<file path="src/rtl/srmb_pkg.sv">
package srmb_pkg;

  localparam int SCREEN_W_DEF   = 480;
  localparam int SCREEN_H_DEF   = 272;
  localparam int MAX_SPRITE_DEF = 256;
  localparam int ANGLE_STEPS    = 360;

  localparam int CFG_IDX_W    = 3;
  localparam int CFG_DATA_W   = 11;
  localparam int ANCHOR_W     = 11;
  localparam int SIZE_REG_W   = 9;
  localparam int ANGLE_W      = 10;
  localparam int FRAME_ADDR_W = 17;
  localparam int TRIG_W       = 16;
  localparam int Q14_SHIFT    = 14;

  localparam logic signed [TRIG_W-1:0] Q14_ONE = 16'sd16384;

  typedef enum logic [CFG_IDX_W-1:0] {
    CFG_ANCHOR_X = 3'd0,
    CFG_ANCHOR_Y = 3'd1,
    CFG_SPRITE_W = 3'd2,
    CFG_SPRITE_H = 3'd3,
    CFG_ANGLE    = 3'd4,
    CFG_MIRROR   = 3'd5
  } cfg_idx_t;

  // Pixel payload carried down the pipeline: ABGR word and end-of-sprite flag.
  typedef struct packed {
    logic [31:0] word;
    logic        last;
  } pix_t;

  localparam logic [8:0] DEG_90  = 9'd90;
  localparam logic [8:0] DEG_180 = 9'd180;
  localparam logic [8:0] DEG_270 = 9'd270;
  localparam logic [8:0] DEG_360 = 9'(ANGLE_STEPS);

  localparam logic signed [ANGLE_W:0] ANG_WRAP = 11'sd360;

  // round(16384 * sin(d)) for d = 0..90 degrees
  localparam logic [14:0] QUARTER_SINE [91] = '{
    15'd0,     15'd286,   15'd572,   15'd857,   15'd1143,  15'd1428,  15'd1713,
    15'd1997,  15'd2280,  15'd2563,  15'd2845,  15'd3126,  15'd3406,  15'd3686,
    15'd3964,  15'd4240,  15'd4516,  15'd4790,  15'd5063,  15'd5334,  15'd5604,
    15'd5872,  15'd6138,  15'd6402,  15'd6664,  15'd6924,  15'd7182,  15'd7438,
    15'd7692,  15'd7943,  15'd8192,  15'd8438,  15'd8682,  15'd8923,  15'd9162,
    15'd9397,  15'd9630,  15'd9860,  15'd10087, 15'd10311, 15'd10531, 15'd10749,
    15'd10963, 15'd11174, 15'd11381, 15'd11585, 15'd11786, 15'd11982, 15'd12176,
    15'd12365, 15'd12551, 15'd12733, 15'd12911, 15'd13085, 15'd13255, 15'd13421,
    15'd13583, 15'd13741, 15'd13894, 15'd14044, 15'd14189, 15'd14330, 15'd14466,
    15'd14598, 15'd14726, 15'd14849, 15'd14968, 15'd15082, 15'd15191, 15'd15296,
    15'd15396, 15'd15491, 15'd15582, 15'd15667, 15'd15749, 15'd15826, 15'd15897,
    15'd15964, 15'd16026, 15'd16083, 15'd16135, 15'd16182, 15'd16225, 15'd16262,
    15'd16294, 15'd16321, 15'd16344, 15'd16362, 15'd16374, 15'd16382, 15'd16384
  };

  // Fold a signed angle register into 0..359.
  function automatic logic [8:0] angle_reduce(input logic [ANGLE_W-1:0] a);
    logic signed [ANGLE_W:0] v;
    v = $signed({a[ANGLE_W-1], a});
    if (v < 0) begin
      v = v + ANG_WRAP;
      if (v < 0) begin
        v = v + ANG_WRAP;
      end
    end else if (v >= ANG_WRAP) begin
      v = v - ANG_WRAP;
    end
    return v[8:0];
  endfunction

  function automatic logic [8:0] cos_index(input logic [8:0] d);
    logic [9:0] e;
    e = {1'b0, d} + {1'b0, DEG_90};
    if (e >= {1'b0, DEG_360}) begin
      e = e - {1'b0, DEG_360};
    end
    return e[8:0];
  endfunction

  function automatic logic signed [TRIG_W-1:0] sine_q14(input logic [8:0] d);
    logic [6:0]  idx;
    logic        neg;
    logic [14:0] mag;
    if (d <= DEG_90) begin
      idx = d[6:0];
      neg = 1'b0;
    end else if (d <= DEG_180) begin
      idx = 7'(DEG_180 - d);
      neg = 1'b0;
    end else if (d <= DEG_270) begin
      idx = 7'(d - DEG_180);
      neg = 1'b1;
    end else begin
      idx = 7'(DEG_360 - d);
      neg = 1'b1;
    end
    mag = QUARTER_SINE[idx];
    return neg ? -$signed({1'b0, mag}) : $signed({1'b0, mag});
  endfunction

endpackage

</file>
<file path="src/rtl/srmb_cfg.sv">
module srmb_cfg
  import srmb_pkg::*;
#(
  parameter int MAX_SPRITE = MAX_SPRITE_DEF,
  localparam int CW = $clog2(MAX_SPRITE),
  localparam int SW = $clog2(MAX_SPRITE + 1),
  localparam int RW = CW + 5,
  localparam int PW = ((RW > ANCHOR_W) ? RW : ANCHOR_W) + 2
) (
  input  logic                     clk,
  input  logic                     rst_n,
  input  logic                     cfg_valid,
  output logic                     cfg_ready,
  input  logic [CFG_IDX_W-1:0]     cfg_index,
  input  logic [CFG_DATA_W-1:0]    cfg_wdata,
  output logic                     clr,
  output logic [SW-1:0]            w,
  output logic [SW-1:0]            h,
  output logic                     mirror,
  output logic                     rot,
  output logic signed [TRIG_W-1:0] sin_q14,
  output logic signed [TRIG_W-1:0] cos_q14,
  output logic signed [PW-1:0]     ox_un,
  output logic signed [PW-1:0]     oy_un,
  output logic signed [PW-1:0]     ox_rot,
  output logic signed [PW-1:0]     oy_rot
);

  logic [ANCHOR_W-1:0]      ax_r, ax_nxt, ay_r, ay_nxt;
  logic [SW-1:0]            w_r, w_nxt, h_r, h_nxt;
  logic                     mirror_r, mirror_nxt, rot_r, rot_nxt;
  logic signed [TRIG_W-1:0] sin_r, sin_nxt, cos_r, cos_nxt;
  logic [ANGLE_W-1:0]       ang;
  logic [8:0]               deg;
  logic [PW-1:0]            ax_e, ay_e, w_e, h_e;

  // Clamp a size register into 1..MAX_SPRITE.
  function automatic logic [SW-1:0] eff_size(input logic [SIZE_REG_W-1:0] s);
    if (s == '0) begin
      return SW'(1);
    end else if (32'(s) > 32'(MAX_SPRITE)) begin
      return SW'(MAX_SPRITE);
    end
    return SW'(s);
  endfunction

  assign cfg_ready = 1'b1;

  always_comb begin
    ax_nxt     = ax_r;
    ay_nxt     = ay_r;
    w_nxt      = w_r;
    h_nxt      = h_r;
    mirror_nxt = mirror_r;
    rot_nxt    = rot_r;
    sin_nxt    = sin_r;
    cos_nxt    = cos_r;
    clr        = 1'b0;
    ang        = cfg_wdata[ANGLE_W-1:0];
    deg        = angle_reduce(ang);
    if (cfg_valid) begin
      clr = 1'b1;
      case (cfg_idx_t'(cfg_index))
        CFG_ANCHOR_X: ax_nxt     = cfg_wdata[ANCHOR_W-1:0];
        CFG_ANCHOR_Y: ay_nxt     = cfg_wdata[ANCHOR_W-1:0];
        CFG_SPRITE_W: w_nxt      = eff_size(cfg_wdata[SIZE_REG_W-1:0]);
        CFG_SPRITE_H: h_nxt      = eff_size(cfg_wdata[SIZE_REG_W-1:0]);
        CFG_ANGLE: begin
          rot_nxt = (ang != '0);
          sin_nxt = sine_q14(deg);
          cos_nxt = sine_q14(cos_index(deg));
        end
        CFG_MIRROR:   mirror_nxt = cfg_wdata[0];
        default:      clr        = 1'b0;
      endcase
    end
  end

  always_ff @(posedge clk) begin
    if (!rst_n) begin
      ax_r     <= '0;
      ay_r     <= '0;
      w_r      <= SW'(1);
      h_r      <= SW'(1);
      mirror_r <= 1'b0;
      rot_r    <= 1'b0;
      sin_r    <= '0;
      cos_r    <= Q14_ONE;
    end else begin
      ax_r     <= ax_nxt;
      ay_r     <= ay_nxt;
      w_r      <= w_nxt;
      h_r      <= h_nxt;
      mirror_r <= mirror_nxt;
      rot_r    <= rot_nxt;
      sin_r    <= sin_nxt;
      cos_r    <= cos_nxt;
    end
  end

  always_comb begin
    ax_e   = {{(PW-ANCHOR_W){ax_r[ANCHOR_W-1]}}, ax_r};
    ay_e   = {{(PW-ANCHOR_W){ay_r[ANCHOR_W-1]}}, ay_r};
    w_e    = {{(PW-SW){1'b0}}, w_r};
    h_e    = {{(PW-SW){1'b0}}, h_r};
    ox_un  = $signed(ax_e - (w_e >> 1));
    oy_un  = $signed(ay_e - h_e);
    ox_rot = $signed(ax_e);
    oy_rot = $signed(ay_e - h_e + (h_e >> 1));
  end

  assign w       = w_r;
  assign h       = h_r;
  assign mirror  = mirror_r;
  assign rot     = rot_r;
  assign sin_q14 = sin_r;
  assign cos_q14 = cos_r;

endmodule

</file>
<file path="src/rtl/srmb_rot.sv">
module srmb_rot
  import srmb_pkg::*;
#(
  parameter int MAX_SPRITE = MAX_SPRITE_DEF,
  localparam int CW = $clog2(MAX_SPRITE),
  localparam int SW = $clog2(MAX_SPRITE + 1),
  localparam int DW = CW + 1,
  localparam int RW = CW + 5,
  localparam int PW = ((RW > ANCHOR_W) ? RW : ANCHOR_W) + 2
) (
  input  logic                     clk,
  input  logic                     rst_n,
  input  logic                     in_valid,
  output logic                     in_ready,
  input  logic [CW-1:0]            in_col,
  input  logic [CW-1:0]            in_row,
  input  pix_t                     in_pix,
  input  logic [SW-1:0]            w,
  input  logic [SW-1:0]            h,
  input  logic                     mirror,
  input  logic signed [TRIG_W-1:0] sin_q14,
  input  logic signed [TRIG_W-1:0] cos_q14,
  input  logic signed [PW-1:0]     ox_un,
  input  logic signed [PW-1:0]     oy_un,
  output logic                     out_valid,
  input  logic                     out_ready,
  output logic signed [RW-1:0]     out_rx,
  output logic signed [RW-1:0]     out_ry,
  output logic signed [PW-1:0]     out_ux,
  output logic signed [PW-1:0]     out_uy,
  output pix_t                     out_pix
);

  localparam int PRW = DW + TRIG_W;
  localparam int SMW = PRW + 1;
  localparam logic [SMW-1:0] Q14_HALF = SMW'(1) << (Q14_SHIFT - 1);

  logic                  rdy1, rdy2;
  logic                  v1_r, v2_r;
  logic signed [DW-1:0]  dx, dy;
  logic [SW-1:0]         offs;
  logic signed [PRW-1:0] pxc_nxt, pys_nxt, pyc_nxt, pxs_nxt;
  logic signed [PRW-1:0] pxc_r, pys_r, pyc_r, pxs_r;
  logic signed [PW-1:0]  ux_nxt, uy_nxt, ux1_r, uy1_r, ux2_r, uy2_r;
  logic signed [SMW-1:0] rx_sum, ry_sum;
  logic signed [RW-1:0]  rx_r, ry_r;
  pix_t                  pix1_r, pix2_r;

  // Divide by 2^14, rounding half away from zero.
  function automatic logic signed [RW-1:0] round_q14(input logic signed [SMW-1:0] v);
    logic [SMW-1:0]       mag;
    logic [SMW-1:0]       q;
    logic signed [RW-1:0] qs;
    mag = v[SMW-1] ? SMW'(-v) : SMW'(v);
    q   = (mag + Q14_HALF) >> Q14_SHIFT;
    qs  = $signed(RW'(q));
    return v[SMW-1] ? -qs : qs;
  endfunction

  assign rdy2     = !v2_r || out_ready;
  assign rdy1     = !v1_r || rdy2;
  assign in_ready = rdy1;

  always_comb begin
    dx      = $signed({1'b0, in_col}) - $signed(DW'(w >> 1));
    dy      = $signed({1'b0, in_row}) - $signed(DW'(h >> 1));
    pxc_nxt = dx * cos_q14;
    pys_nxt = dy * sin_q14;
    pyc_nxt = dy * cos_q14;
    pxs_nxt = dx * sin_q14;
    offs    = mirror ? (w - SW'(1) - SW'(in_col)) : SW'(in_col);
    ux_nxt  = ox_un + $signed({{(PW-SW){1'b0}}, offs});
    uy_nxt  = oy_un + $signed({{(PW-CW){1'b0}}, in_row});
  end

  always_comb begin
    rx_sum = $signed({pxc_r[PRW-1], pxc_r}) + $signed({pys_r[PRW-1], pys_r});
    ry_sum = $signed({pyc_r[PRW-1], pyc_r}) - $signed({pxs_r[PRW-1], pxs_r});
  end

  always_ff @(posedge clk) begin
    if (!rst_n) begin
      v1_r <= 1'b0;
      v2_r <= 1'b0;
    end else begin
      if (rdy1) begin
        v1_r <= in_valid;
      end
      if (rdy2) begin
        v2_r <= v1_r;
      end
    end
  end

  always_ff @(posedge clk) begin
    if (rdy1) begin
      pxc_r  <= pxc_nxt;
      pys_r  <= pys_nxt;
      pyc_r  <= pyc_nxt;
      pxs_r  <= pxs_nxt;
      ux1_r  <= ux_nxt;
      uy1_r  <= uy_nxt;
      pix1_r <= in_pix;
    end
    if (rdy2) begin
      rx_r   <= round_q14(rx_sum);
      ry_r   <= round_q14(ry_sum);
      ux2_r  <= ux1_r;
      uy2_r  <= uy1_r;
      pix2_r <= pix1_r;
    end
  end

  assign out_valid = v2_r;
  assign out_rx    = rx_r;
  assign out_ry    = ry_r;
  assign out_ux    = ux2_r;
  assign out_uy    = uy2_r;
  assign out_pix   = pix2_r;

endmodule

</file>
<file path="src/rtl/srmb_place.sv">
module srmb_place
  import srmb_pkg::*;
#(
  parameter int SCREEN_W   = SCREEN_W_DEF,
  parameter int SCREEN_H   = SCREEN_H_DEF,
  parameter int MAX_SPRITE = MAX_SPRITE_DEF,
  localparam int CW = $clog2(MAX_SPRITE),
  localparam int RW = CW + 5,
  localparam int PW = ((RW > ANCHOR_W) ? RW : ANCHOR_W) + 2
) (
  input  logic                    clk,
  input  logic                    rst_n,
  input  logic                    in_valid,
  output logic                    in_ready,
  input  logic signed [RW-1:0]    in_rx,
  input  logic signed [RW-1:0]    in_ry,
  input  logic signed [PW-1:0]    in_ux,
  input  logic signed [PW-1:0]    in_uy,
  input  pix_t                    in_pix,
  input  logic                    rot,
  input  logic signed [PW-1:0]    ox_rot,
  input  logic signed [PW-1:0]    oy_rot,
  output logic                    out_valid,
  input  logic                    out_ready,
  output logic [FRAME_ADDR_W-1:0] out_frame_address,
  output logic [31:0]             out_pixel_word,
  output logic                    out_last_pixel
);

  localparam int CXW = $clog2(SCREEN_W);
  localparam int RYW = $clog2(SCREEN_H);
  localparam int AW  = $clog2(SCREEN_W * SCREEN_H);

  logic                    rdy3, rdy_out;
  logic                    v3_r, vis3_r, out_valid_r;
  logic signed [PW-1:0]    px, py;
  logic                    on_x, on_y, vis_nxt;
  logic [CXW-1:0]          col3_r;
  logic [RYW-1:0]          row3_r;
  pix_t                    pix3_r;
  logic [AW-1:0]           addr;
  logic [FRAME_ADDR_W-1:0] addr_r;
  logic [31:0]             word_r;
  logic                    last_r;

  assign rdy_out  = !out_valid_r || out_ready;
  assign rdy3     = !v3_r || rdy_out;
  assign in_ready = rdy3;

  always_comb begin
    px      = rot ? ox_rot + $signed({{(PW-RW){in_rx[RW-1]}}, in_rx}) : in_ux;
    py      = rot ? oy_rot + $signed({{(PW-RW){in_ry[RW-1]}}, in_ry}) : in_uy;
    on_x    = !px[PW-1] && (px[PW-2:0] < (PW-1)'(SCREEN_W));
    on_y    = !py[PW-1] && (py[PW-2:0] < (PW-1)'(SCREEN_H));
    vis_nxt = (in_pix.word[31:24] != 8'd0) && on_x && on_y;
  end

  always_comb begin
    addr = AW'(col3_r) + AW'(row3_r) * AW'(SCREEN_W);
  end

  always_ff @(posedge clk) begin
    if (!rst_n) begin
      v3_r        <= 1'b0;
      out_valid_r <= 1'b0;
    end else begin
      if (rdy3) begin
        v3_r <= in_valid;
      end
      if (rdy_out) begin
        out_valid_r <= v3_r && vis3_r;
      end
    end
  end

  always_ff @(posedge clk) begin
    if (rdy3) begin
      vis3_r <= vis_nxt;
      col3_r <= px[CXW-1:0];
      row3_r <= py[RYW-1:0];
      pix3_r <= in_pix;
    end
    if (rdy_out) begin
      addr_r <= FRAME_ADDR_W'(addr);
      word_r <= pix3_r.word;
      last_r <= pix3_r.last;
    end
  end

  assign out_valid         = out_valid_r;
  assign out_frame_address = addr_r;
  assign out_pixel_word    = word_r;
  assign out_last_pixel    = last_r;

endmodule

</file>
<file path="src/rtl/sprite_rotate_mirror_blit.sv">
// The path runs through the input register, the product stage, the rounding stage,
//   the placement stage, then the output register.
// Throughput: one pixel per cycle; each stage holds only while the one after it is full.
// Reset: synchronous, active low; empties the pipeline, zeroes the column and row
//   counters and loads the register defaults (size 1x1, angle 0, no mirror).
module sprite_rotate_mirror_blit
  import srmb_pkg::*;
#(
  parameter int SCREEN_W   = SCREEN_W_DEF,
  parameter int SCREEN_H   = SCREEN_H_DEF,
  parameter int MAX_SPRITE = MAX_SPRITE_DEF
) (
  input  logic                    clk,
  input  logic                    rst_n,
  input  logic                    in_valid,
  output logic                    in_ready,
  input  logic [7:0]              in_red,
  input  logic [7:0]              in_green,
  input  logic [7:0]              in_blue,
  input  logic [7:0]              in_alpha,
  output logic                    out_valid,
  input  logic                    out_ready,
  output logic [FRAME_ADDR_W-1:0] out_frame_address,
  output logic [31:0]             out_pixel_word,
  output logic                    out_last_pixel,
  input  logic                    cfg_valid,
  output logic                    cfg_ready,
  input  logic [CFG_IDX_W-1:0]    cfg_index,
  input  logic [CFG_DATA_W-1:0]   cfg_wdata
);

  localparam int CW = $clog2(MAX_SPRITE);
  localparam int SW = $clog2(MAX_SPRITE + 1);
  localparam int RW = CW + 5;
  localparam int PW = ((RW > ANCHOR_W) ? RW : ANCHOR_W) + 2;

  // Configuration outputs
  logic                     cnt_clr;
  logic [SW-1:0]            w, h;
  logic                     mirror, rot;
  logic signed [TRIG_W-1:0] sin_q14, cos_q14;
  logic signed [PW-1:0]     ox_un, oy_un, ox_rot, oy_rot;

  // Raster position counters and the input register
  logic [CW-1:0] col_cnt_r, col_cnt_nxt, row_cnt_r, row_cnt_nxt;
  logic          col_end, row_end, in_xfer;
  logic          v0_r;
  logic [CW-1:0] col0_r, row0_r;
  pix_t          pix0_r;

  // Rotation to placement
  logic                 rot_in_ready;
  logic                 rot_valid, place_ready;
  logic signed [RW-1:0] rx, ry;
  logic signed [PW-1:0] ux, uy;
  pix_t                 rot_pix;

  srmb_cfg #(
    .MAX_SPRITE(MAX_SPRITE)
  ) u_cfg (
    .clk      (clk),
    .rst_n    (rst_n),
    .cfg_valid(cfg_valid),
    .cfg_ready(cfg_ready),
    .cfg_index(cfg_index),
    .cfg_wdata(cfg_wdata),
    .clr      (cnt_clr),
    .w        (w),
    .h        (h),
    .mirror   (mirror),
    .rot      (rot),
    .sin_q14  (sin_q14),
    .cos_q14  (cos_q14),
    .ox_un    (ox_un),
    .oy_un    (oy_un),
    .ox_rot   (ox_rot),
    .oy_rot   (oy_rot)
  );

  // The input register frees up whenever the rotation stage can take its item.
  assign in_ready = !v0_r || rot_in_ready;
  assign in_xfer  = in_valid && in_ready;

  // Advance the raster position on every transfer, whether or not the pixel
  // is later dropped; wrap at the end of the row and at the end of the sprite.
  // Any accepted write to a defined register restarts the sprite at its top-left pixel.
  always_comb begin
    col_end     = (SW'(col_cnt_r) == w - SW'(1));
    row_end     = (SW'(row_cnt_r) == h - SW'(1));
    col_cnt_nxt = col_cnt_r;
    row_cnt_nxt = row_cnt_r;
    if (cnt_clr) begin
      col_cnt_nxt = '0;
      row_cnt_nxt = '0;
    end else if (in_xfer) begin
      if (col_end) begin
        col_cnt_nxt = '0;
        row_cnt_nxt = row_end ? '0 : row_cnt_r + CW'(1);
      end else begin
        col_cnt_nxt = col_cnt_r + CW'(1);
      end
    end
  end

  always_ff @(posedge clk) begin
    if (!rst_n) begin
      col_cnt_r <= '0;
      row_cnt_r <= '0;
      v0_r      <= 1'b0;
    end else begin
      col_cnt_r <= col_cnt_nxt;
      row_cnt_r <= row_cnt_nxt;
      if (in_ready) begin
        v0_r <= in_valid;
      end
    end
  end

  // Capture the pixel repacked as ABGR, tagged with its sprite position.
  always_ff @(posedge clk) begin
    if (in_xfer) begin
      col0_r      <= col_cnt_r;
      row0_r      <= row_cnt_r;
      pix0_r.word <= {in_alpha, in_blue, in_green, in_red};
      pix0_r.last <= col_end && row_end;
    end
  end

  // Two stages: the four Q14 products, then the rounded rotated offsets.
  // The unrotated position travels alongside.
  srmb_rot #(
    .MAX_SPRITE(MAX_SPRITE)
  ) u_rot (
    .clk      (clk),
    .rst_n    (rst_n),
    .in_valid (v0_r),
    .in_ready (rot_in_ready),
    .in_col   (col0_r),
    .in_row   (row0_r),
    .in_pix   (pix0_r),
    .w        (w),
    .h        (h),
    .mirror   (mirror),
    .sin_q14  (sin_q14),
    .cos_q14  (cos_q14),
    .ox_un    (ox_un),
    .oy_un    (oy_un),
    .out_valid(rot_valid),
    .out_ready(place_ready),
    .out_rx   (rx),
    .out_ry   (ry),
    .out_ux   (ux),
    .out_uy   (uy),
    .out_pix  (rot_pix)
  );

  // Select the screen position, drop transparent and off-screen pixels,
  // form the frame-buffer address and hold the result for the consumer.
  srmb_place #(
    .SCREEN_W  (SCREEN_W),
    .SCREEN_H  (SCREEN_H),
    .MAX_SPRITE(MAX_SPRITE)
  ) u_place (
    .clk              (clk),
    .rst_n            (rst_n),
    .in_valid         (rot_valid),
    .in_ready         (place_ready),
    .in_rx            (rx),
    .in_ry            (ry),
    .in_ux            (ux),
    .in_uy            (uy),
    .in_pix           (rot_pix),
    .rot              (rot),
    .ox_rot           (ox_rot),
    .oy_rot           (oy_rot),
    .out_valid        (out_valid),
    .out_ready        (out_ready),
    .out_frame_address(out_frame_address),
    .out_pixel_word   (out_pixel_word),
    .out_last_pixel   (out_last_pixel)
  );

endmodule

</file>
<file path="config.mk">
export PLATFORM = sky130hd
export DESIGN_NAME = sprite_rotate_mirror_blit
export DESIGN_NICKNAME = d
export VERILOG_FILES = /design/src/rtl/srmb_pkg.sv /design/src/rtl/srmb_cfg.sv /design/src/rtl/srmb_rot.sv /design/src/rtl/srmb_place.sv /design/src/rtl/sprite_rotate_mirror_blit.sv
export SDC_FILE = /design/constraint.sdc
export NUM_CORES = 2
export LEC_CHECK = 0
export ABC_AREA = 0
export BUFFER_PORTS_ARGS = -buffer_cell sky130_fd_sc_hd__buf_2
export CORE_ASPECT_RATIO = 0.7
export CORE_MARGIN = 2
export CORE_UTILIZATION = 40
export DETAILED_ROUTE_END_ITERATION = 12
export PLACE_DENSITY_LB_ADDON = 0.1
export SLEW_MARGIN = 20
export SYNTH_ARGS = -nofsm -noshare
export SYNTH_HDL_FRONTEND = slang
export SYNTH_HIERARCHICAL = 1
export SYNTH_SLANG_ARGS = --single-unit
</file>
<file path="constraint.sdc">
create_clock -name clk -period 12.6 [get_ports clk]
set_input_delay 1.26 -clock clk [delete_from_list [all_inputs] [get_ports clk]]
set_output_delay 1.26 -clock clk [all_outputs]
set_load 0.05 [all_outputs]
</file>
; ---- After elaboration in Yosys (flattened, before gate mapping)
; Memory sizes are Yosys's and may differ from the RTL's.
; Index checks and enable logic that the tools add are counted.
[totals]
reg_bits = 498
latch_bits = 0
mem_bits_rw = 0
mem_bits_ro = 3840
input_bits = 51
out_inout_bits = 53
elab_cells = 194
n_memories = 2
[mem_list]
columns = memory, depth, word_bits, read_ports, rd_clocked_by_memory_dff, write_ports, line
row1 = (no name shown), 128, 15, 1, 0, 0, srmb_pkg.sv:99  ; mag = QUARTER_SINE[idx];
row2 = (no name shown), 128, 15, 1, 0, 0, srmb_pkg.sv:99
[op_classes]
add_sub_neg = 36
n_mul = 5
div_mod_pow = 0
n_lt_le_gt_ge = 15
n_eq_ne = 7
shifts = 0
muxes = 51
bitwise_logic = 3
n_reduce_logical = 32
[ops]
columns = operator, count
row1 = 9-bit by 16-bit multiplier with 25-bit output, 4
row2 = 9-bit two-way mux, 11
row3 = 15-bit two-way mux, 6
row4 = 7-bit two-way mux, 10
row5 = 26-bit by 14-bit adder with 26-bit output (second input constant), 2
row6 = 26-bit two-way mux, 2
row7 = 26-bit negator, 2
row8 = 16-bit two-way mux, 2
row9 = 15-bit negator with 16-bit output, 2
row10 = 14-bit by 9-bit < comparator with 1-bit output (second input constant), 2
row11 = 25-bit by 25-bit adder with 26-bit output, 1
row12 = 12-bit negator with 13-bit output, 2
row13 = 25-bit by 25-bit subtractor with 26-bit output, 1
row14 = 12-bit two-way mux, 2
row15 = 8-bit by 9-bit == test with 1-bit output, 2
row16 = 9-bit by 7-bit less-or-equal comparator with 1-bit output (second input constant), 2
row17 = 9-bit by 8-bit less-or-equal comparator with 1-bit output (second input constant), 2
row18 = 9-bit less-or-equal comparator (second input constant), 2
row19 = 8-bit by 8-bit subtractor with 9-bit output, 2
row20 = 9-bit by 1-bit subtractor with 9-bit output (second input constant), 2
row21 = 9-bit subtractor (second input constant), 2
row22 = 9-bit by 17-bit adder with 17-bit output, 1
row23 = 8-bit by 1-bit adder with 8-bit output (second input constant), 2
row24 = 8-bit >= comparator (second input constant), 2
row25 = other kinds (37), 81

; ---- Logic depth before layout (Yosys ltp)
[depth]
ltp_word = 21
ltp_mapped = 37
mapped_depth_nobuf = 35

; ---- Modules after synthesis
; The synthesis kept the hierarchy.
[modules_own_cells]
columns = mod, instances, cells_each, area_each_um2, seq_area_each_um2
row1 = srmb_rot, 1, 3338, 33845.0, 7607.3
row2 = srmb_cfg, 1, 1571, 10906.7, 1481.4
row3 = srmb_place, 1, 446, 5799.3, 3103.0
row4 = sprite_rotate_mirror_blit, 1, 241, 3066.7, 1811.7

; ---- Worst setup path after synthesis
; OpenSTA, ideal clock, no wires.
[synth_timing]
path_type = input-to-reg
from = input cfg_wdata[5]
to = register u_cfg.cos_r[13] (netlist: u_cfg/cos_q14[13])
setup_time_ps = 74
arrival_ps = 9018
t_required_ps = 12526
path_slack_ps = 3508
path_stages = 33
path_buffers = 3
path_cell_list = buf_2 -> inv_2 -> ha_1 -> a211oi_2 -> nor2_1 -> a221o_2 -> ha_1 -> nand2_1 -> nand2_1 -> xnor2_1 -> inv_1 -> ha_1 -> or3_1 -> mux2i_1 -> o2111a_1 -> a2111oi_4 -> or4_4 -> o31ai_2 -> a31oi_1 -> mux2i_1 -> clkbuf_1 -> ha_1 -> clkbuf_1 -> nand2_1 -> o221ai_1 -> a2bb2oi_1 -> a22oi_1 -> a21oi_1 -> a222oi_1 -> o2111a_1 -> nand4_1 -> or4_1 -> a31oi_1
[synth_via]
elab_chain_len = 21
word_cells_on_any_way = 36
cone_classes = add/sub: 9 / order compare: 7 / mux: 18 / bitwise: 1 / memory: 1
[synth_rtl]
columns = element, line
row1 = from (decl), sprite_rotate_mirror_blit.sv:29  ; input logic [CFG_DATA_W-1:0] cfg_wdata
row2 = 10-bit by 10-bit adder with 11-bit output, srmb_pkg.sv:63  ; v = v + ANG_WRAP;
row3 = 9-bit adder / 11-bit by 1-bit < comparator with 1-bit output (equally long branches), "srmb_pkg.sv:65, srmb_pkg.sv:64"
row4 = 9-bit two-way mux, srmb_pkg.sv:64  ; if (v < 0) begin
row5 = 9-bit two-way mux (*), srmb_pkg.sv:62  ; if (v < 0) begin
row6 = 9-bit by 7-bit adder with 10-bit output (*), srmb_pkg.sv:75  ; e = {1'b0, d} + {1'b0, DEG_90};
row7 = 9-bit subtractor / 10-bit by 9-bit >= comparator with 1-bit output (equally long branches), "srmb_pkg.sv:77, srmb_pkg.sv:76"
row8 = 9-bit two-way mux (*), srmb_pkg.sv:76  ; if (e >= {1'b0, DEG_360}) begin
row9 = 9-bit two-way mux (*), srmb_cfg.sv:63  ; case (cfg_idx_t'(cfg_index))
row10 = [4 not listed], --
row11 = 7-bit two-way mux, srmb_pkg.sv:86  ; if (d <= DEG_90) begin
row12 = 7-bit two-way mux, srmb_cfg.sv:63
row13 = 7-bit two-way mux, srmb_cfg.sv:61  ; if (cfg_valid) begin
row14 = 7-bit inverter with 8-bit output (implied by the code), srmb_pkg.sv:99
row15 = memory read 128 x 15 bit, --
row16 = 15-bit two-way mux (implied by the code) (2 in series), srmb_pkg.sv:99
row17 = 15-bit negator with 16-bit output, srmb_pkg.sv:100  ; return neg ? -$signed({1'b0, mag}) : $signed({1'b0, mag});
row18 = 16-bit two-way mux (*), srmb_pkg.sv:100
row19 = to (signal assigned), srmb_cfg.sv:97  ; cos_r <= cos_nxt;
row20 = to (decl), srmb_cfg.sv:32  ; logic signed [TRIG_W-1:0] sin_r, sin_nxt, cos_r, cos_nxt;
; Mark *: on every way between the ends. The rest lies on a longest branch, timed or not. The select of a mux whose other input is x is not followed.
; A chain may end at the register's enable or synchronous reset.

; ---- Final worst setup path
; Same ends and word-level chain as after synthesis.

==> flow_metrics.py <==
metrics = {
    "drt": {
        "ant_nets": 0,
        "drt-total-wl_um": 151000,
        "drt-initial-drc-count": 3358,
        "drc": 0,
        "dr_total_vias": 40200,
        "routed_via_density": 5.45,
        "dr.pass1.iters": 6,
        "wl_per_cell_um": 20.4,
    },
    "sta": {
        "hold_viol_final": 0,
        "rsz0062_at_grt": "no",
        "max_freq_mhz": 95.8,
        "finClkSkew_ns": 0.0602,
        "slew_headroom_pct": 26.0,
        "slew_violations": 0,
        "min_period_ns": 10.44,
        "setup_viol": 0,
        "tightest_slew_ns": 1.11,
        "whs_ns": 0.415,
        "period_share_pct": 82.9,
        "setup_tns_ns": 0,
    },
    "critical_path": {
        "worstPathMaxFanout": 21,
        "crit_type": "input port to flop",
        "required_ns": 13.19,
        "cpMaxStageDelayCell": "a222oi_1",
        "reg2regPathDepth": 34,
        "arrival_ns": 11.03,
        "slowest_delay_ns": 0.66,
        "startpoint_type": "input port",
        "crit_path_end_kind": "flop",
    },
    "place": {
        "numPortBuffers": 102,
        "place_area_mm2": 0.0559,
        "gp_congestion": 0.879,
        "dpl.hpwl_um": 114000,
    },
    "clock_tree": {
        "clock-sinks": 498,
        "cts_tree": "yes",
        "cts_buffer_depth": 3,
        "cts_hold_buf": 0,
        "cts-buffers-inserted": 54,
        "path_clk_slew_ns": 0.08,
        "root_buffer": "clkbuf_16",
        "post_cts_resized": 0,
        "h-tree-depth": 2,
        "cts_setup_buffers": 0,
        "clkLatencyLatePin_ns": 0.67,
    },
    "pwr": {
        "switching_power_uw": 6750,
        "swShare_pct": 49.8,
        "seqPwrFrac_pct": 18.8,
        "powerDensity_mw_per_mm2": 235,
        "ir_worst_vdd_v": 0.000279,
        "clkPwrFrac_pct": 12.1,
        "p_comb_share_pct": 69.0,
        "power.internal_uw": 6820,
        "leakagePower_uw": 0.0255,
    },
    "finish": {
        "design_area_mm2": 0.0578,
        "fin_nets": 6549,
        "drive_gt1_share_pct": 7.82,
        "area_growth_syn_to_layout_pct": 7.71,
        "fin_util_pct": 43.4,
    },
    "yosys": {
        "synth_area_mm2": 0.0536,
        "yosysUniqueCellTypes": 130,
        "synth-seq-cells": 498,
        "ys_warn_count": 6,
        "synthCells": 5596,
        "synthMuxAreaShare_pct": 1.50,
        "synth.area.top_cells": "edfxtp_1, fa_1, ha_1, inv_1, xnor2_1",
        "async_flop_share_pct": 0,
        "syn_nets": 6576,
        "synth_enable_flop_cells": 403,
        "yosys-top-cells-count": "inv_1, fa_1, ha_1, nand2_1, edfxtp_1",
        "yosysMostFrequentCell": "inv_1",
        "synth_fa_ha_area_share_pct": 28.8,
        "yosys.area.top_type": "edfxtp_1",
        "yosys.area.top_type_share_pct": 22.6,
        "synth_top_family_by_area": "adder cells",
        "synth_xor_area_share_pct": 5.53,
        "yosysSeqAreaShare_pct": 26.1,
        "synthSimpleGateAreaFrac_pct": 16.8,
        "syn_area_per_cell_um2": 9.58,
        "synth-compound-area-share_pct": 14.6,
        "yosys_most_used_dff": "edfxtp_1",
    },
    "floorplanning": {
        "core_area_mm2": 0.133,
        "dieArea_mm2": 0.137,
        "start_util_pct": 40.3,
        "ios": 104,
        "fp-row-count": 112,
        "die_width_um": 442,
        "die_h_um": 310,
    },
    "global_route": {
        "grt_start_max_net_pins": 143,
        "grt_pass1_wl_um": 237000,
        "grt_pass1_vias": 38700,
        "overflow": 0,
        "antenna_found_initial": 4,
        "grt.total_usage_pct": 22.1,
    },
    "hold_path": {
        "hold_path_class": "flop to flop",
        "whs_path_depth": 0,
    },
    "job": {
        "maxCapViolCount": 0,
    },
    "outcome": {
        "status": "finished clean",
    },
}
[cell usage in the layout, fill, tap and decap left out, drive strengths merged, types with 85 or more instances in the layout]
cell	instances
a21o	85
a21oi	279
and2	321
buf	183
dfxtp	95
edfxtp	403
fa	505
ha	424
inv	633
nand2	426
nand2b	149
nand3	130
nor2	300
nor3	115
o21ai	218
xnor2	244
xor2	92
[registers in the layout, summed over array words and instances, names as in the netlist, 16 cells and up]
name and cells:
u_rot/pix1_r 33, u_rot/out_pix 33, u_rot/pys_r 25, u_cfg/cos_q14 16
u_place/out_frame_address 17, u_rot/pxc_r 25, u_cfg/sin_q14 16, pix0_r 33
u_rot/pyc_r 25, u_rot/pxs_r 25, u_place/pix3_r 33, u_place/out_pixel_word 32
[path summary, 6_finish.rpt]
path / startpoint / end / slack [ns]
max: cfg_wdata[5] / u_cfg/cos_q14[13]$_SDFFE_PN0P_ / 2.16
min: u_rot/pix1_r[31]$_DFFE_PP_ / u_rot/out_pix[31]$_DFFE_PP_ / 0.42
max reg2reg: u_cfg/h[2]$_SDFFE_PN0P_ / u_rot/pys_r[23]$_DFFE_PP_ / 3.17
min reg2reg: u_rot/pix1_r[31]$_DFFE_PP_ / u_rot/out_pix[31]$_DFFE_PP_ / 0.42
[metrics by stage]
| step | setup WS (ns) | power, uW | std cells |
|---|---|---|---|
| detailed placement | 1.61 | 11800 | 7280 |
| finish | 2.16 | 13600 | 7383 |
| CTS | 2.31 | 13600 | 7382 |
| global route | 1.41 | 14800 | 7382 |
| floorplan | 3.51 | 9400 | 5596 |
| global placement | 1.58 | 11800 | 7280 |
[metal layers]
metal | GRT usage, % | up-vias | wire (um)
met1 | 36.5 | 20000 | 81300
met5 | 0 | - | 0
li1 | - | 19200 | -
met3 | 2.57 | 95 | 7600
met2 | 31.2 | 945 | 60700
met4 | 2.50 | 0 | 1300
[power by group through the flow]
stage	Clock (uW)	Combinational [uW]	Sequential (uW)
2_1_floorplan	0	6770	2630
3_3_place_gp	0	9250	2580
3_5_place_dp	0	9260	2590
4_1_cts	1710	9310	2560
5_1_grt	1770	10400	2590
6_report	1650	9370	2550
[worst max-delay path, delay by kind of cell]
kind                       cells  cell delay (ns)
AOI/OAI and AO/OA             13             3.81
and+or+nand+nor                9             2.47
adders and majority gates      4             1.48
buffers and inverters          4             0.95
muxes                          2             0.75
xor gates and xnor gates       1             0.29
[kinds of logic after synthesis]
| kind of cell | Yosys count |
|---|---|
| other cells | 1 |
| buf+inv | 898 |
| compound gates | 1134 |
| simple gates | 1732 |
| mux | 65 |
| xor+xnor | 337 |
| flops | 498 |
| fa+ha+maj | 931 |
[area by class of cell]
cell class / count / area [um2]
multi-input combinational: 4200 / 36200
clock inverter: 31 / 324
clock buffer: 71 / 1500
fill: 13100 / 75400
timing repair buffer: 183 / 1130
tap: 1767 / 2210
antenna: 1 / 2.50
sequential: 498 / 14000
inverter: 632 / 2380
Note: power is estimated with default switching activity, not from simulation.
